$ cat config.mk
export PLATFORM = sky130hd
export DESIGN_NAME = at_ipd_payload_extractor_core
export DESIGN_NICKNAME = d
export VERILOG_FILES = /design/src/apie_pkg.sv /design/src/apie_matcher.sv /design/src/at_ipd_payload_extractor_core.sv
export SDC_FILE = /design/constraint.sdc
export NUM_CORES = 1
export LEC_CHECK = 0
export BUFFER_PORTS_ARGS = -buffer_cell sky130_fd_sc_hd__buf_2
export CELL_PAD_IN_SITES_DETAIL_PLACEMENT = 1
export CELL_PAD_IN_SITES_GLOBAL_PLACEMENT = 2
export CORE_MARGIN = 2
export CORE_UTILIZATION = 41
export DETAILED_ROUTE_END_ITERATION = 12
export GPL_ROUTABILITY_DRIVEN = 0
export HOLD_SLACK_MARGIN = 0.05
export PLACE_DENSITY_LB_ADDON = 0.2
export SETUP_SLACK_MARGIN = 0.5
export SLEW_MARGIN = 10
export SYNTH_ARGS = -nofsm -noshare
export SYNTH_HDL_FRONTEND = slang
export SYNTH_SLANG_ARGS = --single-unit
$ cat constraint.sdc
create_clock -name clock -period 5.4 [get_ports clock]
set_clock_uncertainty 0.05 [all_clocks]
set_input_delay 1.35 -clock clock [delete_from_list [all_inputs] [get_ports clock]]
set_output_delay 1.35 -clock clock [all_outputs]
set_load 0.02 [all_outputs]
$ cat src/apie_pkg.sv
// Shared types, character constants and pattern tables for the +IPD payload extractor.
package apie_pkg;

   localparam int LEN_W = 14;   // frame length accumulator and remaining count
   localparam int CNT_W = 16;   // delivered payload count, saturating
   localparam int POS_W = 3;    // pattern matcher position

   localparam logic [7:0] CH_COLON = 8'h3A;
   localparam logic [7:0] CH_0     = 8'h30;
   localparam logic [7:0] CH_9     = 8'h39;

   typedef enum logic [1:0] {
      PAT_IPD,
      PAT_ERR,
      PAT_OK
   } pat_id_type;

   // matcher control from the top level
   typedef struct packed {
      logic step;    // advance on this kept byte
      logic clear;   // back to the start, wins over step
   } mt_ctl_type;

   function automatic logic [POS_W-1:0] pat_len(input pat_id_type id);
      logic [POS_W-1:0] len;
      case (id)
         PAT_IPD: len = 3'd5;
         PAT_ERR: len = 3'd7;
         PAT_OK:  len = 3'd6;
         default: len = 3'd5;
      endcase
      return len;
   endfunction

   // "+IPD,", "ERROR\r\n", "OK\r\n\r\n"
   function automatic logic [7:0] pat_char(input pat_id_type id, input logic [POS_W-1:0] pos);
      logic [7:0] ch;
      ch = 8'h00;
      case (id)
         PAT_IPD: begin
            case (pos)
               3'd0:    ch = 8'h2B;
               3'd1:    ch = 8'h49;
               3'd2:    ch = 8'h50;
               3'd3:    ch = 8'h44;
               3'd4:    ch = 8'h2C;
               default: ch = 8'h00;
            endcase
         end
         PAT_ERR: begin
            case (pos)
               3'd0:    ch = 8'h45;
               3'd1:    ch = 8'h52;
               3'd2:    ch = 8'h52;
               3'd3:    ch = 8'h4F;
               3'd4:    ch = 8'h52;
               3'd5:    ch = 8'h0D;
               3'd6:    ch = 8'h0A;
               default: ch = 8'h00;
            endcase
         end
         PAT_OK: begin
            case (pos)
               3'd0:    ch = 8'h4F;
               3'd1:    ch = 8'h4B;
               3'd2:    ch = 8'h0D;
               3'd3:    ch = 8'h0A;
               3'd4:    ch = 8'h0D;
               3'd5:    ch = 8'h0A;
               default: ch = 8'h00;
            endcase
         end
         default: ch = 8'h00;
      endcase
      return ch;
   endfunction

endpackage

$ cat src/apie_matcher.sv
// Fixed-pattern string matcher: one position register, restart on mismatch.
module apie_matcher #(
   parameter apie_pkg::pat_id_type PAT_ID = apie_pkg::PAT_IPD
) (
   input  logic                   clock,
   input  logic                   reset,
   input  apie_pkg::mt_ctl_type   ctl,
   input  logic [7:0]             rx_byte,
   output logic                   hit
);
   import apie_pkg::*;

   logic [POS_W-1:0] pos_ff;
   logic [POS_W-1:0] pos_in;
   logic [POS_W-1:0] pos_eff;
   logic [POS_W-1:0] pos_inc;
   logic [POS_W-1:0] pos_nxt;
   logic [POS_W-1:0] len;

   always_comb begin
      len     = pat_len(PAT_ID);
      pos_eff = (pos_ff >= len) ? '0 : pos_ff;
      pos_inc = pos_eff + 1'b1;
      hit     = 1'b0;
      if (rx_byte == pat_char(PAT_ID, pos_eff)) begin
         if (pos_inc == len) begin
            hit     = 1'b1;
            pos_nxt = '0;
         end else begin
            pos_nxt = pos_inc;
         end
      end else if (rx_byte == pat_char(PAT_ID, '0)) begin
         pos_nxt = POS_W'(1);
      end else begin
         pos_nxt = '0;
      end
   end

   always_comb begin
      if (ctl.clear) begin
         pos_in = '0;
      end else if (ctl.step) begin
         pos_in = pos_nxt;
      end else begin
         pos_in = pos_ff;
      end
   end

   always_ff @(posedge clock) begin
      if (reset) begin
         pos_ff <= '0;
      end else begin
         pos_ff <= pos_in;
      end
   end

endmodule

$ cat src/at_ipd_payload_extractor_core.sv
// Top level: +IPD frame parser that turns a modem byte stream into payload items.
// An accepted input item's result item is in the output register in the next cycle.
// Throughput: one item per cycle; the next item is taken while a result waits, as long as
//   rsp_tready rises in that cycle (single output register, parser state updated on accept).
// Reset: synchronous, active high; clears parser state, matchers and the output valid flag.
// Every input item gives exactly one result item.
module at_ipd_payload_extractor_core #(
   parameter int BYTE_LIMIT     = 1500,  // kept bytes since the last clear that end the run
   parameter int MAX_LEN_DIGITS = 4      // length digits taken from the header
) (
   input  logic        clock,
   input  logic        reset,
   input  logic        req_tvalid,
   output logic        req_tready,
   input  logic [7:0]  req_tdata,    // [7:0] rx_byte
   input  logic [0:0]  req_tuser,    // [0] action (1 = receive ended)
   output logic        rsp_tvalid,
   input  logic        rsp_tready,
   output logic [23:0] rsp_tdata,    // [7:0] payload_byte, [23:8] payload_count
   output logic [1:0]  rsp_tuser,    // [0] payload_valid, [1] status
   output logic        rsp_tlast     // done_res: run finished on this item
);
   import apie_pkg::*;

   localparam int BSC_W = $clog2(BYTE_LIMIT + 1);
   localparam int DIG_W = $clog2(MAX_LEN_DIGITS + 1);

   // ---------------------------------------------------------------------------------------
   // Parser state
   // ---------------------------------------------------------------------------------------
   logic             in_frame_ff,  in_frame_in;
   logic             in_header_ff, in_header_in;
   logic [DIG_W-1:0] digits_ff,    digits_in;
   logic [LEN_W-1:0] accum_ff,     accum_in;
   logic [LEN_W-1:0] remain_ff,    remain_in;
   logic [BSC_W-1:0] bsc_ff,       bsc_in;
   logic [CNT_W-1:0] count_ff,     count_in;

   // output register
   logic             rsp_valid_ff, rsp_valid_in;
   logic [23:0]      rsp_data_ff;
   logic [1:0]       rsp_user_ff;
   logic             rsp_last_ff;

   logic             accept;
   logic             action;
   logic [7:0]       rx_byte;
   logic             kept;
   logic             last_pay;
   logic             done_c;
   logic             status_c;
   logic             valid_c;
   logic [7:0]       pbyte_c;
   logic [LEN_W-1:0] remain_dec;
   logic [BSC_W-1:0] bsc_inc;
   logic             hit_ipd, hit_err, hit_ok;
   mt_ctl_type       mt_ctl;

   // output register frees up when empty or being taken this cycle
   assign req_tready = !rsp_valid_ff || rsp_tready;
   assign accept     = req_tvalid && req_tready;
   assign action     = req_tuser[0];
   assign rx_byte    = req_tdata;

   assign remain_dec = (remain_ff != '0) ? remain_ff - 1'b1 : '0;
   // bsc_ff stays below BYTE_LIMIT, so the increment always fits
   assign bsc_inc    = bsc_ff + 1'b1;

   // ---------------------------------------------------------------------------------------
   // Pattern matchers, advanced only on kept bytes
   // ---------------------------------------------------------------------------------------
   assign mt_ctl.step  = accept && kept;
   assign mt_ctl.clear = accept && (done_c || last_pay);

   apie_matcher #(.PAT_ID(PAT_IPD)) u_match_ipd (
      .clock(clock), .reset(reset), .ctl(mt_ctl), .rx_byte(rx_byte), .hit(hit_ipd)
   );
   apie_matcher #(.PAT_ID(PAT_ERR)) u_match_err (
      .clock(clock), .reset(reset), .ctl(mt_ctl), .rx_byte(rx_byte), .hit(hit_err)
   );
   apie_matcher #(.PAT_ID(PAT_OK)) u_match_ok (
      .clock(clock), .reset(reset), .ctl(mt_ctl), .rx_byte(rx_byte), .hit(hit_ok)
   );

   // ---------------------------------------------------------------------------------------
   // Per-item parser step
   // ---------------------------------------------------------------------------------------
   always_comb begin
      in_frame_in  = in_frame_ff;
      in_header_in = in_header_ff;
      digits_in    = digits_ff;
      accum_in     = accum_ff;
      remain_in    = remain_ff;
      bsc_in       = bsc_ff;
      count_in     = count_ff;
      kept         = 1'b0;
      last_pay     = 1'b0;
      done_c       = 1'b0;
      status_c     = 1'b0;
      valid_c      = 1'b0;
      pbyte_c      = 8'h00;

      if (action) begin
         // end of stream: error if payload still owed or header half read
         done_c   = 1'b1;
         status_c = (in_frame_ff && remain_ff != '0) || in_header_ff;
      end else if (in_header_ff) begin
         if (rx_byte == CH_COLON) begin
            in_header_in = 1'b0;
            if (accum_ff != '0) begin
               in_frame_in = 1'b1;
               remain_in   = accum_ff;
            end
         end else if (rx_byte inside {[CH_0:CH_9]}) begin
            if (digits_ff < DIG_W'(MAX_LEN_DIGITS)) begin
               // accum * 10 + digit, wrapping at the accumulator width
               accum_in  = {accum_ff[LEN_W-4:0], 3'b000} + {accum_ff[LEN_W-2:0], 1'b0}
                         + {{(LEN_W-4){1'b0}}, rx_byte[3:0]};
               digits_in = digits_ff + 1'b1;
            end
         end else begin
            // any other byte stops digit taking
            digits_in = DIG_W'(MAX_LEN_DIGITS);
         end
      end else begin
         kept = 1'b1;
         if (in_frame_ff) begin
            valid_c   = 1'b1;
            pbyte_c   = rx_byte;
            count_in  = (count_ff != '1) ? count_ff + 1'b1 : count_ff;
            remain_in = remain_dec;
            if (remain_dec == '0) begin
               // last payload byte closes the frame and clears the kept-byte history
               in_frame_in = 1'b0;
               bsc_in      = '0;
               kept        = 1'b0;
               last_pay    = 1'b1;
            end
         end
         if (kept) begin
            bsc_in = bsc_inc;
            if (bsc_inc >= BSC_W'(BYTE_LIMIT)) begin
               // byte limit wins over pattern hits on the same byte
               done_c   = 1'b1;
               status_c = in_frame_in && (remain_in != '0);
            end else begin
               if (hit_ipd && !in_frame_in) begin
                  in_header_in = 1'b1;
                  digits_in    = '0;
                  accum_in     = '0;
               end
               if (hit_err) begin
                  done_c   = 1'b1;
                  status_c = 1'b1;
               end else if (hit_ok) begin
                  in_frame_in = 1'b0;
                  remain_in   = '0;
               end
            end
         end
      end
   end

   always_comb begin
      if (accept) begin
         rsp_valid_in = 1'b1;
      end else if (rsp_tready) begin
         rsp_valid_in = 1'b0;
      end else begin
         rsp_valid_in = rsp_valid_ff;
      end
   end

   // ---------------------------------------------------------------------------------------
   // Registers
   // ---------------------------------------------------------------------------------------
   always_ff @(posedge clock) begin
      if (reset) begin
         in_frame_ff  <= 1'b0;
         in_header_ff <= 1'b0;
         digits_ff    <= '0;
         accum_ff     <= '0;
         remain_ff    <= '0;
         bsc_ff       <= '0;
         count_ff     <= '0;
         rsp_valid_ff <= 1'b0;
      end else begin
         rsp_valid_ff <= rsp_valid_in;
         if (accept) begin
            if (done_c) begin
               // run over: back to the reset picture for the next item
               in_frame_ff  <= 1'b0;
               in_header_ff <= 1'b0;
               digits_ff    <= '0;
               accum_ff     <= '0;
               remain_ff    <= '0;
               bsc_ff       <= '0;
               count_ff     <= '0;
            end else begin
               in_frame_ff  <= in_frame_in;
               in_header_ff <= in_header_in;
               digits_ff    <= digits_in;
               accum_ff     <= accum_in;
               remain_ff    <= remain_in;
               bsc_ff       <= bsc_in;
               count_ff     <= count_in;
            end
         end
      end
   end

   // result payload, no reset needed
   always_ff @(posedge clock) begin
      if (accept) begin
         rsp_data_ff <= {count_in, pbyte_c};
         rsp_user_ff <= {status_c, valid_c};
         rsp_last_ff <= done_c;
      end
   end

   assign rsp_tvalid = rsp_valid_ff;
   assign rsp_tdata  = rsp_data_ff;
   assign rsp_tuser  = rsp_user_ff;
   assign rsp_tlast  = rsp_last_ff;

   // ---------------------------------------------------------------------------------------
   // Checks
   // ---------------------------------------------------------------------------------------
`ifndef SYNTHESIS
   a_frame_owes_bytes : assert property (@(posedge clock) disable iff (reset)
      in_frame_ff |-> remain_ff != '0)
      else $error("open frame with nothing remaining");

   a_header_not_frame : assert property (@(posedge clock) disable iff (reset)
      !(in_frame_ff && in_header_ff))
      else $error("header and frame open together");

   a_limit_bound : assert property (@(posedge clock) disable iff (reset)
      bsc_ff < BSC_W'(BYTE_LIMIT))
      else $error("kept byte count reached the limit without ending the run");

   a_done_resets : assert property (@(posedge clock) disable iff (reset)
      accept && done_c |=> !in_frame_ff && !in_header_ff && count_ff == '0 && bsc_ff == '0)
      else $error("state not cleared after end of run");
`endif

endmodule

# Word-level counts from Yosys, hierarchy flattened
# Cells that the tools add are included.
dict set report classes {
  order_cmp 7
  mul 0
  n_div 0
  n_addsub 9
  shifts 0
  reduce_logical 35
  n_bitwise 1
  eq_ne 35
  mux 104
}
# operator count
set op_table {}
lappend op_table {{two-way mux 14 bit} 22}
lappend op_table {{two-way mux 16 bit} 5}
lappend op_table {{one-hot mux 7 bit (5 select lines)} 2}
lappend op_table {{two-way mux 11 bit} 6}
lappend op_table {{two-way mux 3 bit} 18}
lappend op_table {{two-way mux 1 bit} 50}
lappend op_table {{nonzero test 14 bit} 3}
lappend op_table {{one-hot mux 7 bit (4 select lines)} 1}
lappend op_table {{== test 3 bit, second input constant} 9}
lappend op_table {{== test 8 x 7 -> 1 bit} 3}
lappend op_table {{== test 3 x 2 -> 1 bit, second input constant} 6}
lappend op_table {{adder 16 x 1 -> 16 bit, second input constant} 1}
lappend op_table {{== test 8 x 6 -> 1 bit, second input constant} 2}
lappend op_table {{== test 8 x 7 -> 1 bit, second input constant} 2}
lappend op_table {{inequality test 16 bit, second input constant} 1}
lappend op_table {{adder 14 bit} 1}
lappend op_table {{adder 14 x 4 -> 14 bit} 1}
lappend op_table {{logical NOT 14 bit} 1}
lappend op_table {{subtractor 14 x 1 -> 14 bit, second input constant} 1}
lappend op_table {{adder 3 x 1 -> 3 bit, second input constant} 4}
lappend op_table {{inequality test 3 x 1 -> 1 bit, second input constant} 4}
lappend op_table {{nonzero test 3 bit} 4}
lappend op_table {{adder 11 x 1 -> 11 bit, second input constant} 1}
lappend op_table {{greater-or-equal comparator 11 bit, second input constant} 1}
lappend op_table {{21 further kinds} 42}
dict set report word_totals {
  mem_count 0
  regBits 97
  latch_bits 0
  rom_bits 0
  ramBits 0
  word_cells 207
  in_bits 13
}

# Depth between registers and ports, before layout
# Gate-level depths: netlist of run 1.
dict set report depth {
  ltp_word 15
  ltp_mapped 15
}

# Hierarchy
# Synthesis of run 1 repeated with hierarchy kept, for this count alone.
dict set report unflattened {
  cells_unflattened 781
  hier_area_um2 6877.8
}
# mod cells_each area_each_um2 n_inst
set modules_own_cells {}
lappend modules_own_cells {at_ipd_payload_extractor_core 637 5639.2 1}
lappend modules_own_cells {{apie_matcher (u_match_err)} 54 476.7 1}
lappend modules_own_cells {{apie_matcher (u_match_ipd)} 55 469.2 1}
lappend modules_own_cells {{apie_matcher (u_match_ok)} 35 292.8 1}

# Worst setup path after synthesis of run 1
# No wires, ideal clock.
dict set report synth_timing {
  path_kind {input to register}
  start {in rsp_tready}
  end {reg accum_ff[11]}
  setup_slack_ns 1.188
  n_path_buf 2
  arrival_time_ns 4.091
  cell_stages 8
  path_cell_list {nand2b_1 > and2_1 > clkbuf_1 > nand2_1 > or2_2 > clkbuf_1 > or4_1 > a21oi_1}
}
dict set report synth_between {
  elab_chain_len 3
}
# element line
set synth_rtl {}
lappend synth_rtl {{start: declaration} at_ipd_payload_extractor_core.sv:18} ;# input logic rsp_tready,
lappend synth_rtl {{logical OR 1 bit} at_ipd_payload_extractor_core.sv:60} ;# assign req_tready = !rsp_valid_ff || rsp_tready;
lappend synth_rtl {{logical AND 1 bit} at_ipd_payload_extractor_core.sv:61} ;# assign accept = req_tvalid && req_tready;
lappend synth_rtl {{named net accept} at_ipd_payload_extractor_core.sv:45} ;# logic accept;
lappend synth_rtl {{AND reduction 8 bit (no source line)} -}
lappend synth_rtl {{end signal: assignment} at_ipd_payload_extractor_core.sv:203} ;# accum_ff <= accum_in;
lappend synth_rtl {{end: declaration} at_ipd_payload_extractor_core.sv:34} ;# logic [LEN_W-1:0] accum_ff, accum_in;
# The timed path passes the listed nets, and every way through them passes these cells.
# A chain may end at the register's enable or synchronous reset.

# Worst setup path in the final report of run 1
dict set report layout_timing {
  start {reg u_match_err.pos_ff[0]}
  end {reg u_match_ipd.pos_ff[0]}
}
dict set report layout_between {
  elab_chain_len 15
  word_cells_on_any_way 24
  classes_between {add/sub: 1; order compare: 1; eq/ne: 8; mux: 9; reduce/logical: 5}
}
# element line
set layout_rtl {}
lappend layout_rtl {{start: declaration} apie_matcher.sv:13} ;# logic [POS_W-1:0] pos_ff;
lappend layout_rtl {{start signal: assignment} apie_matcher.sv:53} ;# pos_ff <= pos_in;
lappend layout_rtl {{greater-or-equal comparator 3 bit} apie_matcher.sv:22} ;# pos_eff = (pos_ff >= len) ? '0 : pos_ff;
lappend layout_rtl {{two-way mux 3 bit (*)} apie_matcher.sv:22}
lappend layout_rtl {{== test 3 x 1 -> 1 bit, or another cell as far along} apie_pkg.sv:51} ;# case (pos)
lappend layout_rtl {{OR reduction 3 bit (no source line)} -}
lappend layout_rtl {{one-hot mux 7 bit (5 select lines)} apie_pkg.sv:51}
lappend layout_rtl {{== test 8 x 7 -> 1 bit} apie_matcher.sv:25} ;# if (rx_byte == pat_char(PAT_ID, pos_eff)) begin
lappend layout_rtl {{two-way mux 1 bit (*)} apie_matcher.sv:25}
lappend layout_rtl {{two-way mux 1 bit (*)} at_ipd_payload_extractor_core.sv:152} ;# if (hit_err) begin
lappend layout_rtl {{two-way mux 1 bit (*)} at_ipd_payload_extractor_core.sv:142} ;# if (bsc_inc >= BSC_W'(BYTE_LIMIT)) begin
lappend layout_rtl {{two-way mux 1 bit (*)} at_ipd_payload_extractor_core.sv:140} ;# if (kept) begin
lappend layout_rtl {{two-way mux 1 bit (*)} at_ipd_payload_extractor_core.sv:107} ;# end else if (in_header_ff) begin
lappend layout_rtl {{two-way mux 1 bit (*)} at_ipd_payload_extractor_core.sv:103} ;# if (action) begin
lappend layout_rtl {{logical OR 1 bit (*)} at_ipd_payload_extractor_core.sv:73} ;# assign mt_ctl.clear = accept && (done_c || last_pay);
lappend layout_rtl {{logical AND 1 bit (*)} at_ipd_payload_extractor_core.sv:73}
lappend layout_rtl {{OR reduction 2 bit (no source line) (*)} -}
lappend layout_rtl {{end signal: assignment} apie_matcher.sv:53}
lappend layout_rtl {{end: declaration} apie_matcher.sv:13}
# Every way passes the cells marked *; elsewhere a longest branch is shown, timed or not.

==> qor.txt, run 1 <==
fin area = 0.00715 mm²
Ys Warns = 0
root buffer cell = clkbuf_16
first-pass detailed-route iteration total = 4
# IOs = 42
RSZ-0062 raised after global routing = false
# setup viols final = 0
Synth cell types = 85
Worst path top cell family by delay = compound AO/OA/AOI/OAI gates
filler instances = 1898
most used cell, CP = nand2_1
Iter 0 DRT Violations = 183
antenna violations before repair = 0
area grow syn2layout = 9.93%
Via Count = 5720
Max stage delay cell, worst path = or3_1
hpwl dp = 12.9 mm
Yosys top cell by area = dfxtp_1
ant diodes = 0
Seq cells post-synth = 97
area of the core = 0.0157 mm²
setup TNS = 0 ns
cts repair resizes = 0
Reg2Reg Launch Point = u_match_err.pos_ff[0]
Final Slew Violations = 0
vias in the first global route = 5831
Die ar. = 0.0169 mm²
worst-path cell chain = nand2_1 > nand2_1 > inv_1 > ha_1 > o311a_1 > a211oi_1 > mux2i_1 > nand4_2 > o32a_4 > or3_1 > a31oi_2 > nor3_1
post-route ant nets = 0
post-synth top area share = 21.5%
period utilization = 76.1%
Cell Pwr Density = 218 mW/mm²
Worst slew margin = 22.4%
first-pass GRT wire length = 29.1 mm
share of layout cells above drive strength 1 = 12.9%
Synth Cell Area = 0.00650 mm²
dominant cells by area after synthesis = dfxtp_1 (22%), edfxtp_1 (12%), ha_1 (7.7%), nand2_1 (4.4%), o21ai_0 (4.4%)
Hold Vio Cnt, Final = 0
CP peak stage delay = 0.62 ns
CTS clock-pin slew for the worst setup and hold paths = 0.08 ns
crit path capture type = flop
CTS Buf Count = 9
CTS tree = yes
multi-input logic area = 0.00398 mm²
largest net degree at the start of global routing = 41
crit path buf inv count = 1
DIE HEIGHT = 130 µm
CP Launch Point = u_match_err.pos_ff[0]
worst path required time = 5.58 ns
cell-internal power = 1130 µW
Net Count, Synth = 815
CP startpoint kind = flop
post-CTS setup buffers = 0
sw power = 430 µW
Net Sw Frac = 27.6%
Hold-fix buffers, CTS = 0
IO buf count = 41
Async S/R FF share, synth = 0%
nets = 832
Reg power frac = 49.1%
Syn Inst Count = 760
worst hold path startpoint = bsc_ff[10]
Post-Syn Area per Cell = 8.56 µm²
Max Fanout on Critical Path = 14
GRT Util Overall = 21.6%
Die Span X = 130 µm
maximum VDD drop = 0.155 mV
Worst-Skew Late Latency = 0.36 ns
total gr overflow = 0
worst slew pin tran = 1.16 ns
Rows = 46
Logic pwr share = 8.3%
max cap viols = 0
Vias/cell = 5.73
Max H-tree Level = 3
clock buffer depth = 2
critical setup path kind = reg2reg
Seq/Total Area, Yosys = 34.0%
DRT Wirelength = 17.5 mm
Tightest Hold Check Type = reg2reg
placed cell areas = 0.00684 mm²
CTS Sinks = 97
Period minus WS final = 4.11 ns
dominant synthesized flop cell = dfxtp_1
per-cell routed wire length = 17.6 µm
drt drc = 0
fmax = 0.243 GHz
status = complete, no violations
crit path DAT = 4.29 ns
Post-synth EDFFs = 27
register area = 0.00221 mm²
Initial Util = 41.4%
P_leak = 0.00277 µW
Clock power frac = 42.7%
## worst reg2reg max path, stage by stage, from the launching register on
cell and delay, ns:
dfxtp_1 0.57, nand2_1 0.09, nand2_1 0.12, inv_1 0.06, ha_1 0.29, o311a_1 0.38
a211oi_1 0.30, mux2i_1 0.30, nand4_2 0.19, o32a_4 0.38, or3_1 0.62, a31oi_2 0.52
nor3_1 0.12
## kinds of logic (layout without fill, tap and decap cells)
group | Yosys count | in the layout | share of synthesized area, %
compound gates | 204 | 204 | 21.6
xor+xnor | 34 | 34 | 4.58
fa+ha+maj | 42 | 42 | 8.31
buf+inv | 73 | 95 | 4.83
flops | 97 | 97 | 34.0
mux | 14 | 14 | 2.27
simple gates | 296 | 296 | 24.4
## stage by stage
step	total power (µW)	util, %	setup slack (ns)	hold WS (ns)	std cells
2_1_floorplan	870	-	1.19	0.394	760
3_3_place_gp	906	43.5	1.25	0.403	982
3_5_place_dp	912	43.5	1.20	0.413	982
4_1_cts	1580	45.5	1.29	0.423	998
5_1_grt	1610	45.5	1.02	0.452	998
6_report	1560	45.5	1.29	0.416	998
## worst paths after layout
kind / endpoint / slack [ns] / cells past startpoint
min reg2reg: bsc_ff[10] / 0.42 / 2
max reg2reg: u_match_ipd.pos_ff[0] / 1.29 / 12
min: bsc_ff[10] / 0.42 / 2
max: u_match_ipd.pos_ff[0] / 1.29 / 12
## power by group through the flow
stage               Combinational, µW  Clock [µW]  Sequential (µW)
global route                      142         704              767
finish                            129         666              765
floorplan                        75.4           0              794
CTS                               130         685              766
global placement                  125           0              782
detailed placement                129           0              782
## final cells by class
cell class	count	area share, %
Multi-Input combinational cell	590	55.6
Sequential cell	97	30.9
Tap cell	216	3.78
Timing Repair Buffer	49	3.71
Clock buffer	9	3.15
Inverter	30	1.58
Clock inverter	7	1.21
## synth_stat cells (11+ instances only)
| library cell | instances |
|---|---|
| nand2_1 | 77 |
| dfxtp_1 | 70 |
| nor2_1 | 62 |
| o21ai_0 | 57 |
| a21oi_1 | 44 |
| ha_1 | 40 |
| clkbuf_1 | 31 |
| inv_1 | 29 |
| a22o_1 | 28 |
| edfxtp_1 | 27 |
| nor3_1 | 23 |
| xnor2_1 | 22 |
| nand2b_1 | 19 |
| nand3_1 | 18 |
| nor2b_1 | 13 |
| nand4_1 | 12 |
| xor2_1 | 12 |
| or4_1 | 11 |
## per-layer routing
| layer | up-vias | part of all wire (%) | global-route usage (%) |
|---|---|---|---|
| met5 | - | 0 | 0 |
| met4 | 0 | 1.5 | 7.78 |
| met3 | 18 | 1.9 | 2.54 |
| met2 | 56 | 48 | 36.2 |
| met1 | 2817 | 49 | 28.7 |
| li1 | 2829 | - | - |
## registers in the layout, summed over array words and instances, names as in the netlist, 11 cells and up
name and cells:
accum_ff 14, bsc_ff 11, count_ff 16, remain_ff 14, rsp_tdata 24
## placed cells by master, fill, tap and decap left out, types with 6 or more instances in the layout
cell        n
nand2b_1   19
nor2b_1    13
clkbuf_16   9
mux2_2      6
edfxtp_1   27
buf_2      41
nand2_1    77
nand3_1    18
nor3_1     23
nor4_1      9
or4_1      11
xor2_1     12
inv_1      29
a31oi_1    10
a211oi_1    6
xnor2_1    22
ha_1       40
dfxtp_1    70
nand4_1    12
a21o_1      6
o21ai_0    57
nor3b_1     6
a22o_1     28
mux2i_1     8
buf_4       8
a21oi_1    44
and3_1     10
nor2_1     62
No activity file was read; power rests on OpenSTA's default activity.
==> run 2, diff against run 1 <==
- CORE_UTILIZATION: 41 -> 34
- clock period: 5.4 -> 3.4 ns (I/O delays scaled with it)
==> run 2 against run 1 <==
Final area up 13%. Critical path depth is the same. Global-route usage fell by 1.3 points. Register-to-register slack worse by 1.1 ns. Via count increased by 5.0%. Sequential power grew 58%. Non-clock buffer count up 54. Die area increased by 20%. First-iteration DRC count is 51% higher. Critical path type unchanged. Critical endpoint is now count_ff[9]. Largest cell class unchanged. Highest routed layer unchanged.
==> qor.txt, run 2 (synthesis gave the netlist of run 1 again) <==
ant diodes = 0 (unchanged)
per-cell routed wire length = 18.6 µm (was 17.6 µm)
Hold Crit Endpoint = u_match_ipd.pos_ff[2] (was bsc_ff[10])
worst slew pin tran = 1.10 ns (was 1.16 ns)
share of layout cells above drive strength 1 = 26.0% (was 12.9%)
vias in the first global route = 6248 (was 5831)
IO buf count = 41 (unchanged)
WHS Path Cells = 2 (unchanged)
Cell Pwr Density = 315 mW/mm² (was 218 mW/mm²)
area grow syn2layout = 23.7% (was 9.93%)
# IOs = 42 (unchanged)
Max H-tree Level = 3 (unchanged)
Worst-Skew Late Latency = 0.37 ns (was 0.36 ns)
CTS Sinks = 97 (unchanged)
DRT Wirelength = 20.0 mm (was 17.5 mm)
reg-to-reg endpoint = count_ff[9] (was u_match_ipd.pos_ff[0])
crit path DAT = 3.44 ns (was 4.29 ns)
GRT Util Overall = 20.2% (was 21.6%)
Worst slew margin = 26.2% (was 22.4%)
period utilization = 95.1% (was 76.1%)
CP startpoint kind = flop (unchanged)
maximum VDD drop = 0.249 mV (was 0.155 mV)
reg-to-reg slack, setup = 0.17 ns (was 1.29 ns)
root buffer cell = clkbuf_16 (unchanged)
Reg2Reg Launch Point = u_match_err.pos_ff[0] (unchanged)
post-route ant nets = 0 (unchanged)
first-pass GRT wire length = 32.8 mm (was 29.1 mm)
Tightest Hold Check Type = reg2reg (unchanged)
worst hold path startpoint = u_match_ipd.pos_ff[2] (was bsc_ff[10])
total gr overflow = 0 (unchanged)
crit path capture type = flop (unchanged)
cell depth of the worst flop-to-flop path = 12 (unchanged)
Via Count = 6005 (was 5720)
worst-path cell chain = nand2_4 > nand2_4 > inv_4 > ha_4 > o21ba_4 > or4_4 > a21boi_2 > nand4_2 > o32a_4 > or3_4 > and3_4 > a22o_1 (was nand2_1 > nand2_1 > inv_1 > ha_1 > o311a_1 > a211oi_1 > mux2i_1 > nand4_2 > o32a_4 > or3_1 > a31oi_2 > nor3_1)
# setup viols final = 0 (unchanged)
commonest non-fill, non-tap cell in the layout = nand2_1 (unchanged)
most used cell, CP = nand2_4 (was nand2_1)
Die ar. = 0.0203 mm² (was 0.0169 mm²)
max cap viols = 0 (unchanged)
first-pass detailed-route iteration total = 4 (unchanged)
drt drc = 0 (unchanged)
Die Span X = 142 µm (was 130 µm)
Final Slew Violations = 0 (unchanged)
antenna violations before repair = 0 (unchanged)
Vias/cell = 5.59 (was 5.73)
Inst Count DP = 1033 (was 982)
fmax = 0.309 GHz (was 0.243 GHz)
Max Fanout on Critical Path = 7 (was 14)
status = complete, no violations (unchanged)
RSZ-0062 raised after global routing = true (was false)
Hold Vio Cnt, Final = 0 (unchanged)
setup TNS = 0 ns (unchanged)
final non-filler cell total = 1074 (was 998)
CTS tree = yes (unchanged)
largest net degree at the start of global routing = 39 (was 41)
filler instances = 2213 (was 1898)
commonest cells after routing, fill and taps aside = nand2_1 (73), dfxtp_1 (65), nor2_1 (59) (was nand2_1 (77), dfxtp_1 (70), nor2_1 (62))
nets = 890 (was 832)
Design Power = 2540 µW (was 1560 µW)
Initial Util = 34.7% (was 41.4%)
placed cell areas = 0.00725 mm² (was 0.00684 mm²)
Rows = 50 (was 46)
Hold-fix buffers, CTS = 0 (unchanged)
fin area = 0.00805 mm² (was 0.00715 mm²)
CTS clock-pin slew for the worst setup and hold paths = 0.08 ns (about the same)
clock buffer depth = 2 (unchanged)
worst path required time = 3.61 ns (was 5.58 ns)
P_leak = 0.00317 µW (was 0.00277 µW)
CP peak stage delay = 0.48 ns (was 0.62 ns)
area of the core = 0.0188 mm² (was 0.0157 mm²)
hpwl dp = 14.3 mm (was 12.9 mm)
max FFs per register = 24 (unchanged)
DIE HEIGHT = 142 µm (was 130 µm)
Max stage delay cell, worst path = or4_4 (was or3_1)
Period minus WS final = 3.23 ns (was 4.11 ns)
Iter 0 DRT Violations = 277 (was 183)
CTS Buf Count = 9 (unchanged)
critical setup path kind = reg2reg (unchanged)
-- run 2: power by group --
part	internal, µW	switching (µW)	leakage, µW
logic	95.6	165	0.00218
registers	1200	9.98	0.000838
clock network	527	537	0.000150
-- run 2: per-stage QoR --
step / hold slack (ns) / util, % / worst slack [ns]
final: 0.440 / 42.9 / 0.165
after global routing: 0.458 / 42.9 / 0.0669
after CTS: 0.425 / 41.8 / 0.202
after detailed placement: 0.415 / 38.6 / -0.0912
after global placement: 0.402 / 38.6 / -0.0609
after floorplan: 0.394 / - / 0.0810
-- run 2: how the worst max path moves through the flow --
| stage | from | to | slack [ns] | depth (start not counted) |
|---|---|---|---|---|
| floorplan | req_tdata[6] | count_ff[14] | 0.08 | 10 |
| global placement | req_tdata[6] | rsp_tuser[1] | -0.06 | 8 |
| detailed placement | u_match_err.pos_ff[0] | rsp_tuser[1] | -0.09 | 12 |
| CTS | u_match_err.pos_ff[0] | count_ff[1] | 0.20 | 12 |
| global route | u_match_err.pos_ff[0] | accum_ff[11] | 0.07 | 12 |
| finish | u_match_err.pos_ff[0] | count_ff[9] | 0.17 | 12 |
-- run 2: critical path, delay by kind of cell (launching register included) --
kind,cells,cell delay [ns]
AND/OR/NAND/NOR,6,1.43
adder cells (fa/ha/maj),1,0.17
buffers and inverters,1,0.04
flip-flops,1,0.40
AO/OA/AOI/OAI,4,1.04
-- run 2: what timing repair did --
action                                  4_1_cts  5_1_grt
resized for setup                            32       36
buffers inserted                             17        4
endpoints found under the setup margin       70       70
cloned                                        3        1
pin swaps                                    17       15
-- run 2: area by class of cell --
cell class | instances | area [µm²] | area share (%)
multi-input cells | 594 | 4390 | 54.6
flip-flops and latches | 97 | 2230 | 27.7
repair buffers | 103 | 717 | 8.91
well taps | 234 | 293 | 3.64
clock buffers | 9 | 225 | 2.80
inverters | 30 | 115 | 1.43
clock inverters | 7 | 78.8 | 0.979
-- run 2: metal layers --
metal	wire [µm]	global-route usage, %	vias to the layer above
li1	-	-	2961
met1	9230	26.2	2964
met2	9890	34.8	60
met3	531	2.86	20
met4	320	6.57	0
met5	0	0	-
